`config.mk`:
```
export PLATFORM = sky130hd
export DESIGN_NAME = month_calendar_grid_top
export DESIGN_NICKNAME = d
export VERILOG_FILES = /design/src/mcg_pkg.sv /design/src/mcg_front.sv /design/src/mcg_queue.sv /design/src/mcg_back.sv /design/src/month_calendar_grid_top.sv
export SDC_FILE = /design/constraint.sdc
export NUM_CORES = 1
export LEC_CHECK = 0
export BUFFER_PORTS_ARGS = -buffer_cell sky130_fd_sc_hd__buf_2
export CAP_MARGIN = 20
export CORE_ASPECT_RATIO = 1.75
export CORE_MARGIN = 10
export CORE_UTILIZATION = 55
export DETAILED_ROUTE_END_ITERATION = 7
export HOLD_SLACK_MARGIN = 0.15
export PLACE_DENSITY = 0.72
export SETUP_SLACK_MARGIN = 0.5
export SLEW_MARGIN = 10
export SYNTH_ARGS = -nofsm -noshare
export SYNTH_HDL_FRONTEND = slang
export SYNTH_SLANG_ARGS = --single-unit
```
`constraint.sdc`:
```
create_clock -name i_clk -period 19.9 [get_ports i_clk]
set_input_delay 3.98 -clock i_clk [delete_from_list [all_inputs] [get_ports i_clk]]
set_output_delay 3.98 -clock i_clk [all_outputs]
set_load 0.01 [all_outputs]
```
`src/mcg_pkg.sv`:
```
// Package for the month calendar grid: field widths, calendar constants and helper functions.
package mcg_pkg;

    localparam int unsigned MONTH_W    = 4;
    localparam int unsigned YEAR_W     = 14;
    localparam int unsigned SLOT_IDX_W = 6;
    localparam int unsigned DAY_W      = 9;
    localparam int unsigned LEN_W      = 5;
    localparam int unsigned WD_W       = 3;

    localparam int unsigned GRID_SLOTS  = 42;
    localparam int unsigned QUEUE_DEPTH = 2;

    localparam int unsigned IN_DATA_W  = 24;
    localparam int unsigned OUT_DATA_W = 16;

    localparam logic [MONTH_W-1:0] MONTH_FIRST  = 4'd1;
    localparam logic [MONTH_W-1:0] MONTH_FEB    = 4'd2;
    localparam logic [MONTH_W-1:0] MONTH_LAST   = 4'd12;
    localparam logic [MONTH_W-1:0] REFORM_MONTH = 4'd9;

    localparam logic [YEAR_W-1:0] YEAR_FIRST  = 14'd1;
    localparam logic [YEAR_W-1:0] YEAR_LAST   = 14'd9999;
    localparam logic [YEAR_W-1:0] REFORM_YEAR = 14'd1752;
    localparam logic [YEAR_W-1:0] CENT_START  = 14'd1700;
    localparam logic [YEAR_W-1:0] QUAD_START  = 14'd1600;

    // Division by 100 of a value below 10000 as a multiply and shift.
    localparam int unsigned DIV100_MUL   = 5243;
    localparam int unsigned DIV100_SHIFT = 19;
    localparam int unsigned PROD_W       = 27;

    localparam int unsigned CENT_BASE = 17;
    localparam int unsigned QUAD_BASE = 4;

    // Day 1 is a Saturday; the eleven skipped days shift the weekday by three.
    localparam int unsigned EPOCH_WD = 5;
    localparam int unsigned SKIP_WD  = 3;

    // The reform month: days 1 and 2 from slot 2, then the day after the gap from slot 4.
    localparam logic [SLOT_IDX_W-1:0] REFORM_POS  = 6'd2;
    localparam logic [SLOT_IDX_W-1:0] REFORM_JUMP = 6'd4;
    localparam logic [SLOT_IDX_W-1:0] REFORM_END  = 6'd20;
    localparam logic [DAY_W-1:0]      REFORM_GAP  = 9'd11;

    typedef struct packed {
        logic                 blank;
        logic                 reform;
        logic [WD_W-1:0]      pos;
        logic [LEN_W-1:0]     len;
        logic [DAY_W-1:0]     day0;
    } t_grid_desc;

    function automatic logic [LEN_W-1:0] month_len(input logic [MONTH_W-1:0] m,
                                                   input logic leap);
        logic [LEN_W-1:0] len;
        case (m)
            4'd1, 4'd3, 4'd5, 4'd7, 4'd8, 4'd10, 4'd12: len = 5'd31;
            4'd4, 4'd6, 4'd9, 4'd11:                    len = 5'd30;
            4'd2:                                       len = leap ? 5'd29 : 5'd28;
            default:                                    len = 5'd0;
        endcase
        return len;
    endfunction

    function automatic logic [DAY_W-1:0] days_before(input logic [MONTH_W-1:0] m);
        logic [DAY_W-1:0] d;
        case (m)
            4'd1:    d = 9'd0;
            4'd2:    d = 9'd31;
            4'd3:    d = 9'd59;
            4'd4:    d = 9'd90;
            4'd5:    d = 9'd120;
            4'd6:    d = 9'd151;
            4'd7:    d = 9'd181;
            4'd8:    d = 9'd212;
            4'd9:    d = 9'd243;
            4'd10:   d = 9'd273;
            4'd11:   d = 9'd304;
            4'd12:   d = 9'd334;
            default: d = 9'd0;
        endcase
        return d;
    endfunction

    // Remainder by seven through sums of octal digits, since eight is one modulo seven.
    function automatic logic [WD_W-1:0] mod7(input logic [YEAR_W-1:0] v);
        logic [14:0] w;
        logic [5:0]  f1;
        logic [3:0]  f2;
        logic [2:0]  f3;
        w  = {1'b0, v};
        f1 = 6'(w[2:0]) + 6'(w[5:3]) + 6'(w[8:6]) + 6'(w[11:9]) + 6'(w[14:12]);
        f2 = 4'(f1[5:3]) + 4'(f1[2:0]);
        f3 = 3'(f2[3]) + f2[2:0];
        return (f3 == 3'd7) ? 3'd0 : f3;
    endfunction

endpackage

```
`src/mcg_front.sv`:
```
// Front end: accepts a month and year and works out the grid descriptor in its multiply, year and sum states.
module mcg_front (
    input  logic                          i_clk,
    input  logic                          i_rst_n,
    input  logic                          i_valid,
    output logic                          o_ready,
    input  logic [mcg_pkg::MONTH_W-1:0]   i_month,
    input  logic [mcg_pkg::YEAR_W-1:0]    i_year,
    input  logic                          i_ordinal,
    output logic                          o_push,
    input  logic                          i_push_ready,
    output mcg_pkg::t_grid_desc           o_desc
);

    typedef enum logic [2:0] {ST_IDLE, ST_MUL, ST_YEAR, ST_SUM, ST_PUSH} t_state;

    t_state                         r_state;
    logic [mcg_pkg::MONTH_W-1:0]    r_month;
    logic [mcg_pkg::YEAR_W-1:0]     r_year;
    logic [mcg_pkg::PROD_W-1:0]     r_prod;
    logic                           r_leap;
    logic                           r_ok;
    logic                           r_reform;
    logic [11:0]                    r_lcount;
    logic [mcg_pkg::YEAR_W-1:0]     r_sum;
    logic [mcg_pkg::LEN_W-1:0]      r_len;
    logic [mcg_pkg::DAY_W-1:0]      r_day0;

    logic [mcg_pkg::YEAR_W-1:0]     x;
    logic [7:0]                     c;
    logic [mcg_pkg::YEAR_W-1:0]     rem;
    logic                           div4;
    logic                           div100;
    logic                           div400;
    logic [11:0]                    cent;
    logic [11:0]                    quad;
    logic [mcg_pkg::DAY_W-1:0]      ord;
    logic                           after;

    always_comb begin
        x      = r_year - 14'd1;
        c      = r_prod[mcg_pkg::DIV100_SHIFT +: 8];
        rem    = x - 14'(c) * 14'd100;
        div4   = (r_year[1:0] == 2'd0);
        div100 = (rem == 14'd99);
        div400 = div100 && (2'(c + 8'd1) == 2'd0);
        cent   = (x > mcg_pkg::CENT_START) ? 12'(c) - 12'(mcg_pkg::CENT_BASE) : 12'd0;
        quad   = (x > mcg_pkg::QUAD_START) ? 12'(c[7:2]) - 12'(mcg_pkg::QUAD_BASE) : 12'd0;
        ord    = 9'd1 + mcg_pkg::days_before(r_month)
               + ((r_leap && r_month > mcg_pkg::MONTH_FEB) ? 9'd1 : 9'd0);
        after  = (r_year > mcg_pkg::REFORM_YEAR)
               || (r_year == mcg_pkg::REFORM_YEAR && r_month > mcg_pkg::REFORM_MONTH);
    end

    always_ff @(posedge i_clk) begin
        if (!i_rst_n) begin
            r_state <= ST_IDLE;
        end else begin
            case (r_state)
                ST_IDLE: begin
                    if (i_valid) begin
                        r_month <= i_month;
                        r_year  <= i_year;
                        r_state <= ST_MUL;
                    end
                end
                ST_MUL: begin
                    r_prod  <= mcg_pkg::PROD_W'(x) * mcg_pkg::PROD_W'(mcg_pkg::DIV100_MUL);
                    r_state <= ST_YEAR;
                end
                ST_YEAR: begin
                    r_ok     <= (r_month >= mcg_pkg::MONTH_FIRST)
                             && (r_month <= mcg_pkg::MONTH_LAST)
                             && (r_year >= mcg_pkg::YEAR_FIRST)
                             && (r_year <= mcg_pkg::YEAR_LAST);
                    r_reform <= (r_month == mcg_pkg::REFORM_MONTH)
                             && (r_year == mcg_pkg::REFORM_YEAR);
                    r_leap   <= (r_year <= mcg_pkg::REFORM_YEAR) ? div4
                             : ((div4 && !div100) || div400);
                    r_lcount <= 12'(x[mcg_pkg::YEAR_W-1:2]) - cent + quad;
                    r_state  <= ST_SUM;
                end
                ST_SUM: begin
                    r_len   <= mcg_pkg::month_len(r_month, r_leap);
                    r_day0  <= i_ordinal ? ord : 9'd1;
                    r_sum   <= x + 14'(r_lcount) + 14'(ord) + 14'(mcg_pkg::EPOCH_WD)
                             + (after ? 14'(mcg_pkg::SKIP_WD) : 14'd0);
                    r_state <= ST_PUSH;
                end
                ST_PUSH: begin
                    if (i_push_ready) begin
                        r_state <= ST_IDLE;
                    end
                end
                default: begin
                    r_state <= ST_IDLE;
                end
            endcase
        end
    end

    assign o_ready     = (r_state == ST_IDLE);
    assign o_push      = (r_state == ST_PUSH);
    assign o_desc.blank  = !r_ok;
    assign o_desc.reform = r_reform;
    assign o_desc.pos    = mcg_pkg::mod7(r_sum);
    assign o_desc.len    = r_len;
    assign o_desc.day0   = r_day0;

endmodule

```
`src/mcg_queue.sv`:
```
// Short descriptor queue between the front end and the slot generator.
module mcg_queue (
    input  logic                 i_clk,
    input  logic                 i_rst_n,
    input  logic                 i_push,
    output logic                 o_push_ready,
    input  mcg_pkg::t_grid_desc  i_desc,
    output logic                 o_valid,
    input  logic                 i_pop,
    output mcg_pkg::t_grid_desc  o_desc
);

    localparam int unsigned DEPTH = mcg_pkg::QUEUE_DEPTH;
    localparam int unsigned PTR_W = (DEPTH > 1) ? $clog2(DEPTH) : 1;
    localparam int unsigned CNT_W = $clog2(DEPTH + 1);

    mcg_pkg::t_grid_desc  r_mem [DEPTH];
    logic [PTR_W-1:0]     r_wr_ptr;
    logic [PTR_W-1:0]     r_rd_ptr;
    logic [CNT_W-1:0]     r_count;

    logic do_push;
    logic do_pop;

    assign o_push_ready = (r_count != CNT_W'(DEPTH));
    assign o_valid      = (r_count != '0);
    assign do_push      = i_push && o_push_ready;
    assign do_pop       = i_pop && o_valid;
    assign o_desc       = r_mem[r_rd_ptr];

    always_ff @(posedge i_clk) begin
        if (do_push) begin
            r_mem[r_wr_ptr] <= i_desc;
        end
    end

    always_ff @(posedge i_clk) begin
        if (!i_rst_n) begin
            r_wr_ptr <= '0;
            r_rd_ptr <= '0;
            r_count  <= '0;
        end else begin
            if (do_push) begin
                r_wr_ptr <= (r_wr_ptr == PTR_W'(DEPTH - 1)) ? '0 : r_wr_ptr + 1'b1;
            end
            if (do_pop) begin
                r_rd_ptr <= (r_rd_ptr == PTR_W'(DEPTH - 1)) ? '0 : r_rd_ptr + 1'b1;
            end
            if (do_push && !do_pop) begin
                r_count <= r_count + 1'b1;
            end else if (do_pop && !do_push) begin
                r_count <= r_count - 1'b1;
            end
        end
    end

endmodule

```
`src/mcg_back.sv`:
```
// Back end: walks the slots of the grid at the queue head and drives the output register.
module mcg_back #(
    parameter int unsigned GRID_SLOTS = mcg_pkg::GRID_SLOTS
) (
    input  logic                            i_clk,
    input  logic                            i_rst_n,
    input  logic                            i_desc_valid,
    input  mcg_pkg::t_grid_desc             i_desc,
    output logic                            o_pop,
    output logic                            o_valid,
    input  logic                            i_ready,
    output logic [mcg_pkg::SLOT_IDX_W-1:0]  o_slot_index,
    output logic [mcg_pkg::DAY_W-1:0]       o_slot_day,
    output logic                            o_last
);

    localparam int unsigned SLOT_W = $clog2(GRID_SLOTS);
    localparam int unsigned IW     = mcg_pkg::SLOT_IDX_W;
    localparam int unsigned DW     = mcg_pkg::DAY_W;

    logic [SLOT_W-1:0]  r_slot;
    logic               r_valid;
    logic [IW-1:0]      r_index;
    logic [DW-1:0]      r_day;
    logic               r_last;

    logic               emit;
    logic               last;
    logic [IW-1:0]      k;
    logic [IW-1:0]      off;
    logic [IW-1:0]      off_r;
    logic [DW-1:0]      day;

    always_comb begin
        emit  = i_desc_valid && (!r_valid || i_ready);
        last  = (r_slot == SLOT_W'(GRID_SLOTS - 1));
        k     = IW'(r_slot);
        off   = k - IW'(i_desc.pos);
        off_r = k - mcg_pkg::REFORM_POS;
        day   = '0;
        if (i_desc.blank) begin
            day = '0;
        end else if (i_desc.reform) begin
            if (k >= mcg_pkg::REFORM_POS && k <= mcg_pkg::REFORM_END) begin
                day = i_desc.day0 + DW'(off_r)
                    + ((k >= mcg_pkg::REFORM_JUMP) ? mcg_pkg::REFORM_GAP : '0);
            end
        end else if (k >= IW'(i_desc.pos) && off < IW'(i_desc.len)) begin
            day = i_desc.day0 + DW'(off);
        end
    end

    assign o_pop = emit && last;

    always_ff @(posedge i_clk) begin
        if (!i_rst_n) begin
            r_slot  <= '0;
            r_valid <= 1'b0;
        end else begin
            if (emit) begin
                r_slot  <= last ? '0 : r_slot + 1'b1;
                r_valid <= 1'b1;
            end else if (i_ready) begin
                r_valid <= 1'b0;
            end
        end
    end

    always_ff @(posedge i_clk) begin
        if (emit) begin
            r_index <= k;
            r_day   <= day;
            r_last  <= last;
        end
    end

    assign o_valid      = r_valid;
    assign o_slot_index = r_index;
    assign o_slot_day   = r_day;
    assign o_last       = r_last;

endmodule

```
`src/month_calendar_grid_top.sv`:
```
// Top level of the month calendar grid generator.
//
// An item on the slave stream carries a month and a year. For each accepted item the
// master stream delivers the 42 slots of the month grid in slot order, six rows of seven
// with Sunday first; tlast marks slot 41. A slot holds the day of the month, or the day
// of the year when ordinal mode is set through the configuration port, or 0 when blank.
// An invalid month or year gives an all-blank grid.
// The front end takes each item through its multiply, year and sum steps and then pushes
// its descriptor into the queue. The slot generator emits one slot per cycle while the
// receiver keeps tready high, from the single slot counter; the front end and a two-entry
// queue take further items while a grid is being sent.
// When the receiver holds tready low, the output register keeps its slot and the slot
// counter waits; the queue fills and then the slave side stops accepting.
// Reset clears ordinal mode, the front end sequencer, the queue and the slot counter.
module month_calendar_grid_top #(
    parameter int unsigned GRID_SLOTS = mcg_pkg::GRID_SLOTS
) (
    input  logic                              i_clk,
    input  logic                              i_rst_n,
    input  logic                              i_cfg_we,
    input  logic                              i_cfg_wdata,
    input  logic                              i_s_axis_tvalid,
    output logic                              o_s_axis_tready,
    // Fields from bit 0: month (4), year (14), zero fill (6).
    input  logic [mcg_pkg::IN_DATA_W-1:0]     i_s_axis_tdata,
    output logic                              o_m_axis_tvalid,
    input  logic                              i_m_axis_tready,
    // Fields from bit 0: slot_index (6), slot_day (9), zero fill (1).
    output logic [mcg_pkg::OUT_DATA_W-1:0]    o_m_axis_tdata,
    output logic                              o_m_axis_tlast
);

    logic                                r_ordinal;
    logic                                push;
    logic                                push_ready;
    mcg_pkg::t_grid_desc                 front_desc;
    logic                                head_valid;
    mcg_pkg::t_grid_desc                 head_desc;
    logic                                pop;
    logic [mcg_pkg::SLOT_IDX_W-1:0]      slot_index;
    logic [mcg_pkg::DAY_W-1:0]           slot_day;

    always_ff @(posedge i_clk) begin
        if (!i_rst_n) begin
            r_ordinal <= 1'b0;
        end else if (i_cfg_we) begin
            r_ordinal <= i_cfg_wdata;
        end
    end

    mcg_front u_front (
        .i_clk        (i_clk),
        .i_rst_n      (i_rst_n),
        .i_valid      (i_s_axis_tvalid),
        .o_ready      (o_s_axis_tready),
        .i_month      (i_s_axis_tdata[3:0]),
        .i_year       (i_s_axis_tdata[17:4]),
        .i_ordinal    (r_ordinal),
        .o_push       (push),
        .i_push_ready (push_ready),
        .o_desc       (front_desc)
    );

    mcg_queue u_queue (
        .i_clk        (i_clk),
        .i_rst_n      (i_rst_n),
        .i_push       (push),
        .o_push_ready (push_ready),
        .i_desc       (front_desc),
        .o_valid      (head_valid),
        .i_pop        (pop),
        .o_desc       (head_desc)
    );

    mcg_back #(
        .GRID_SLOTS (GRID_SLOTS)
    ) u_back (
        .i_clk        (i_clk),
        .i_rst_n      (i_rst_n),
        .i_desc_valid (head_valid),
        .i_desc       (head_desc),
        .o_pop        (pop),
        .o_valid      (o_m_axis_tvalid),
        .i_ready      (i_m_axis_tready),
        .o_slot_index (slot_index),
        .o_slot_day   (slot_day),
        .o_last       (o_m_axis_tlast)
    );

    assign o_m_axis_tdata = {1'b0, slot_day, slot_index};

endmodule
```
==> run summary <==
Area of the multi-input gates -> 0.008860 sq mm
DR pass1 iterations -> 6
Final-stage net count -> 1,758
Max stage delay cell, worst path -> nor4b_1
Cell repeated most along the worst path -> inv_1
Setup TNS -> 0 ns
Endpoints failing hold -> 0
Max-cap violations -> 0
RR Startpoint -> u_front.r_year[0]
Reg2reg setup slack -> 12.27 ns
CP Max Fanout -> 16
Worst EP arrival -> 7.81 ns
WL/cell -> 17.04 um
Unrepaired setup endpoints after global routing -> no
Crit path largest cell delay -> 0.65 ns
FF-to-FF End -> u_front.r_prod[26]
Post-CTS sizing -> 0
Fin crit share -> 38.36%
Largest net degree at the start of global routing -> 27
Post-route met1 wirelength -> 9.644 mm
CTS Buf Count -> 17
Maximum clock insertion buffer count -> 2
Worst-path clk slew -> 0.06 ns
Critical Path Start Type -> flop
DRC -> 0
Post-Layout Cell Count -> 1,714
Main area contributors after synthesis -> edfxtp_1, ha_1, fa_1
Setup CP Type -> flop to flop
CP Capture Type -> flop
Post-synth top area share -> 25.36%
Iter 0 DRT Violations -> 330
Setup violators final -> 0
Ports -> 49
Total grt overflow -> 0
Hold depth -> 0
Hold endpoint -> u_queue.r_mem[0][7]
Slew Viols, Final -> 0
Die area -> 0.03219 sq mm
Layout cells sized above 1 -> 8.637%
Synth warn -> 0
Fin crit period -> 7.633 ns
GRT Total Usage -> 18.81%
HP Start -> u_front.r_day0[7]
CTS tree -> built
Port Buffer Count -> 41
Sequential power share -> 24.8%
Power per cell area -> 99.99 mW/mm^2
Initial Util -> 56.04%
First-pass GRT wire length -> 48.51 mm
Via Count -> 9,442
Rows -> 76
Internal power -> 0.8991 mW
R2R depth -> 25
CP required -> 20.08 ns
# fillers -> 2,062
Dominant synthesized flop cell -> edfxtp_1
Placed insts -> 1,679
Die width -> 140.0 um
WP buf/inv -> 7
Post-CTS Hold Buffers -> 0
Net Sw Frac -> 40.39%
WL final -> 29.21 mm
Worst-Margin Slew -> 1.092 ns
Switching power total -> 0.6093 mW
Clock share of power -> 20.7%
Number of flops mapped to enable cells by yosys -> 117
Pleak -> 7.084 nW
Vias per cell -> 5.509
Sequential cell area -> 0.004014 sq mm
Yosys reg bits -> 142
Root Buffer Master -> clkbuf_16
Syn-to-layout area delta -> 8.877%
GPL Wtd Cong -> 0.8961
Via count of the first global-routing pass -> 10,010
Routed wl met3 -> 682 um
Postcts setup bufs -> 0
Cell variety after synth -> 73
H-Tree Depth -> 4
Final ANT Viol Nets -> 0
Hold Crit Class -> flop to flop
Mapped Cells -> 1,329
Clk Latency, worst-skew pair -> 0.44 ns
FFs w/ async S/R, synth -> 0%
Initial antenna violation count -> 1
Clock Skews -> 0.01210 ns
Sequential area share after synthesis -> 28.97%
Maximum achievable frequency -> 0.1310 GHz
Outcome -> complete, no violations
CP delay by family, top -> adder cells
Core area -> 0.02472 sq mm
Hpwl dp -> 24.58 mm
CTS Sinks -> 142
Combinational Power Share -> 54.5%
Highest layer used for signal routing -> met4
Die Ht -> 230.0 um
Post-Syn Nets -> 1,699
Metal2 WL -> 17.38 mm
Power Total -> 1.508 mW
Mapped Area -> 0.01386 sq mm
Post-Syn Area per Cell -> 10.43 sq um
VDD IR max -> 107.4 uV
Max-slew headroom -> 26.67%
Area leader, netlist -> edfxtp_1
Worst Slack Setup Final -> 12.27 ns
Setup WS pre-CTS -> 12.04 ns
-- flip-flops by register name, summed over array words and instances (netlist names), 2 cells and up, named ones only --
name	flops
u_queue.r_mem	34
u_front.r_sum	14
u_front.r_year	14
u_front.r_lcount	12
u_back.o_slot_day	9
u_front.r_day0	9
u_front.r_prod	8
u_back.k	6
u_back.o_slot_index	6
u_front.r_month	4
u_front.r_len	3
u_front.r_state	3
u_queue.r_count	2
-- worst reg2reg max path: cells and delay by family (launching register included) --
| kind | cells | cell delay [ns] |
|---|---|---|
| fa+ha+maj | 7 | 2.62 |
| simple gates | 4 | 1.54 |
| buf+inv | 7 | 1.21 |
| compound gates | 4 | 0.93 |
| flops | 1 | 0.57 |
| xor+xnor | 3 | 0.49 |
-- logic make-up (layout without fill, tap and decap cells) --
kind of cell,after synthesis,after routing,synth area share (%)
AOI/OAI and AO/OA,190,190,9.265
xor gates and xnor gates,109,109,6.944
adders and majority gates,341,341,35.82
buffers and inverters,260,332,7.161
DFF,142,142,28.97
muxes,28,28,2.095
other,1,2,0.02706
and+or+nand+nor,258,258,9.716
-- worst max path at each step --
stage / from / endpoint / depth (start not counted)
final: u_front.r_year[0] / u_front.r_prod[26] / 25
after global placement: u_front.r_year[0] / u_front.r_prod[26] / 25
after detailed placement: u_front.r_year[0] / u_front.r_prod[26] / 25
after floorplan: u_front.r_year[0] / u_front.r_prod[26] / 23
after CTS: u_front.r_year[0] / u_front.r_prod[26] / 25
after global routing: u_front.r_year[0] / u_front.r_prod[26] / 25
-- layout make-up --
cell class	count	share of cell area [%]
diodes	1	0.01659
clock buffers	19	2.936
clock inverters	13	0.8626
inverters	240	5.972
multi-input cells	927	58.73
flip-flops and latches	142	26.61
well taps	312	2.588
repair buffers	60	2.289
-- per-stage QoR --
step	instance area [sq um]	util, %	hold WS [ns]
final	15090	61.02	0.4409
after global routing	15090	61.02	0.4571
after CTS	15070	60.96	0.4418
after detailed placement	14500	58.64	0.4296
after global placement	14500	58.64	0.4222
after floorplan	13860	-	0.4064
-- metal layers --
metal	GRT usage [%]	vias to the layer above
met5	0	-
li1	-	4625
met3	3.033	77
met4	10.30	0
met1	16.52	4585
met2	38.31	155
-- cells in the final DEF, fill, tap and decap left out, drive strengths merged, types with 23 or more instances in the layout --
cell    count
edfxtp    117
buf        60
a21o       25
o21ai      33
nand2      48
fa         93
a21oi      46
ha        247
xor2       37
dfxtp      25
xnor2      72
nand3      23
nor2       64
inv       246
-- cell usage after synthesis (all sizes together) (4+ instances only) --
cell and number:
a211oi 8, a21boi 8, a21o 25, a21oi 46
a22oi 6, a31oi 9, and2 18, and3 9
buf 6, clkbuf 14, dfxtp 25, edfxtp 117
fa 93, ha 247, inv 239, mux2 8
mux2i 20, nand2 48, nand2b 11, nand3 23
nand4 7, nor2 64, nor2b 20, nor3 20
nor3b 6, nor4 9, o2111ai 4, o211ai 6
o21a 7, o21ai 33, o21bai 9, o22ai 5
o31ai 4, or2 7, or3 6, xnor2 72
xor2 37
-- power groups by stage --
| stage | Sequential [mW] | Clock, mW | Combinational (mW) |
|---|---|---|---|
| 6_report | 0.373 | 0.313 | 0.822 |
| 5_1_grt | 0.375 | 0.334 | 0.949 |
| 4_1_cts | 0.373 | 0.318 | 0.832 |
| 3_5_place_dp | 0.380 | 0 | 0.826 |
| 3_3_place_gp | 0.379 | 0 | 0.803 |
| 2_1_floorplan | 0.375 | 0 | 0.644 |
No activity file was read; power rests on OpenSTA's default activity.
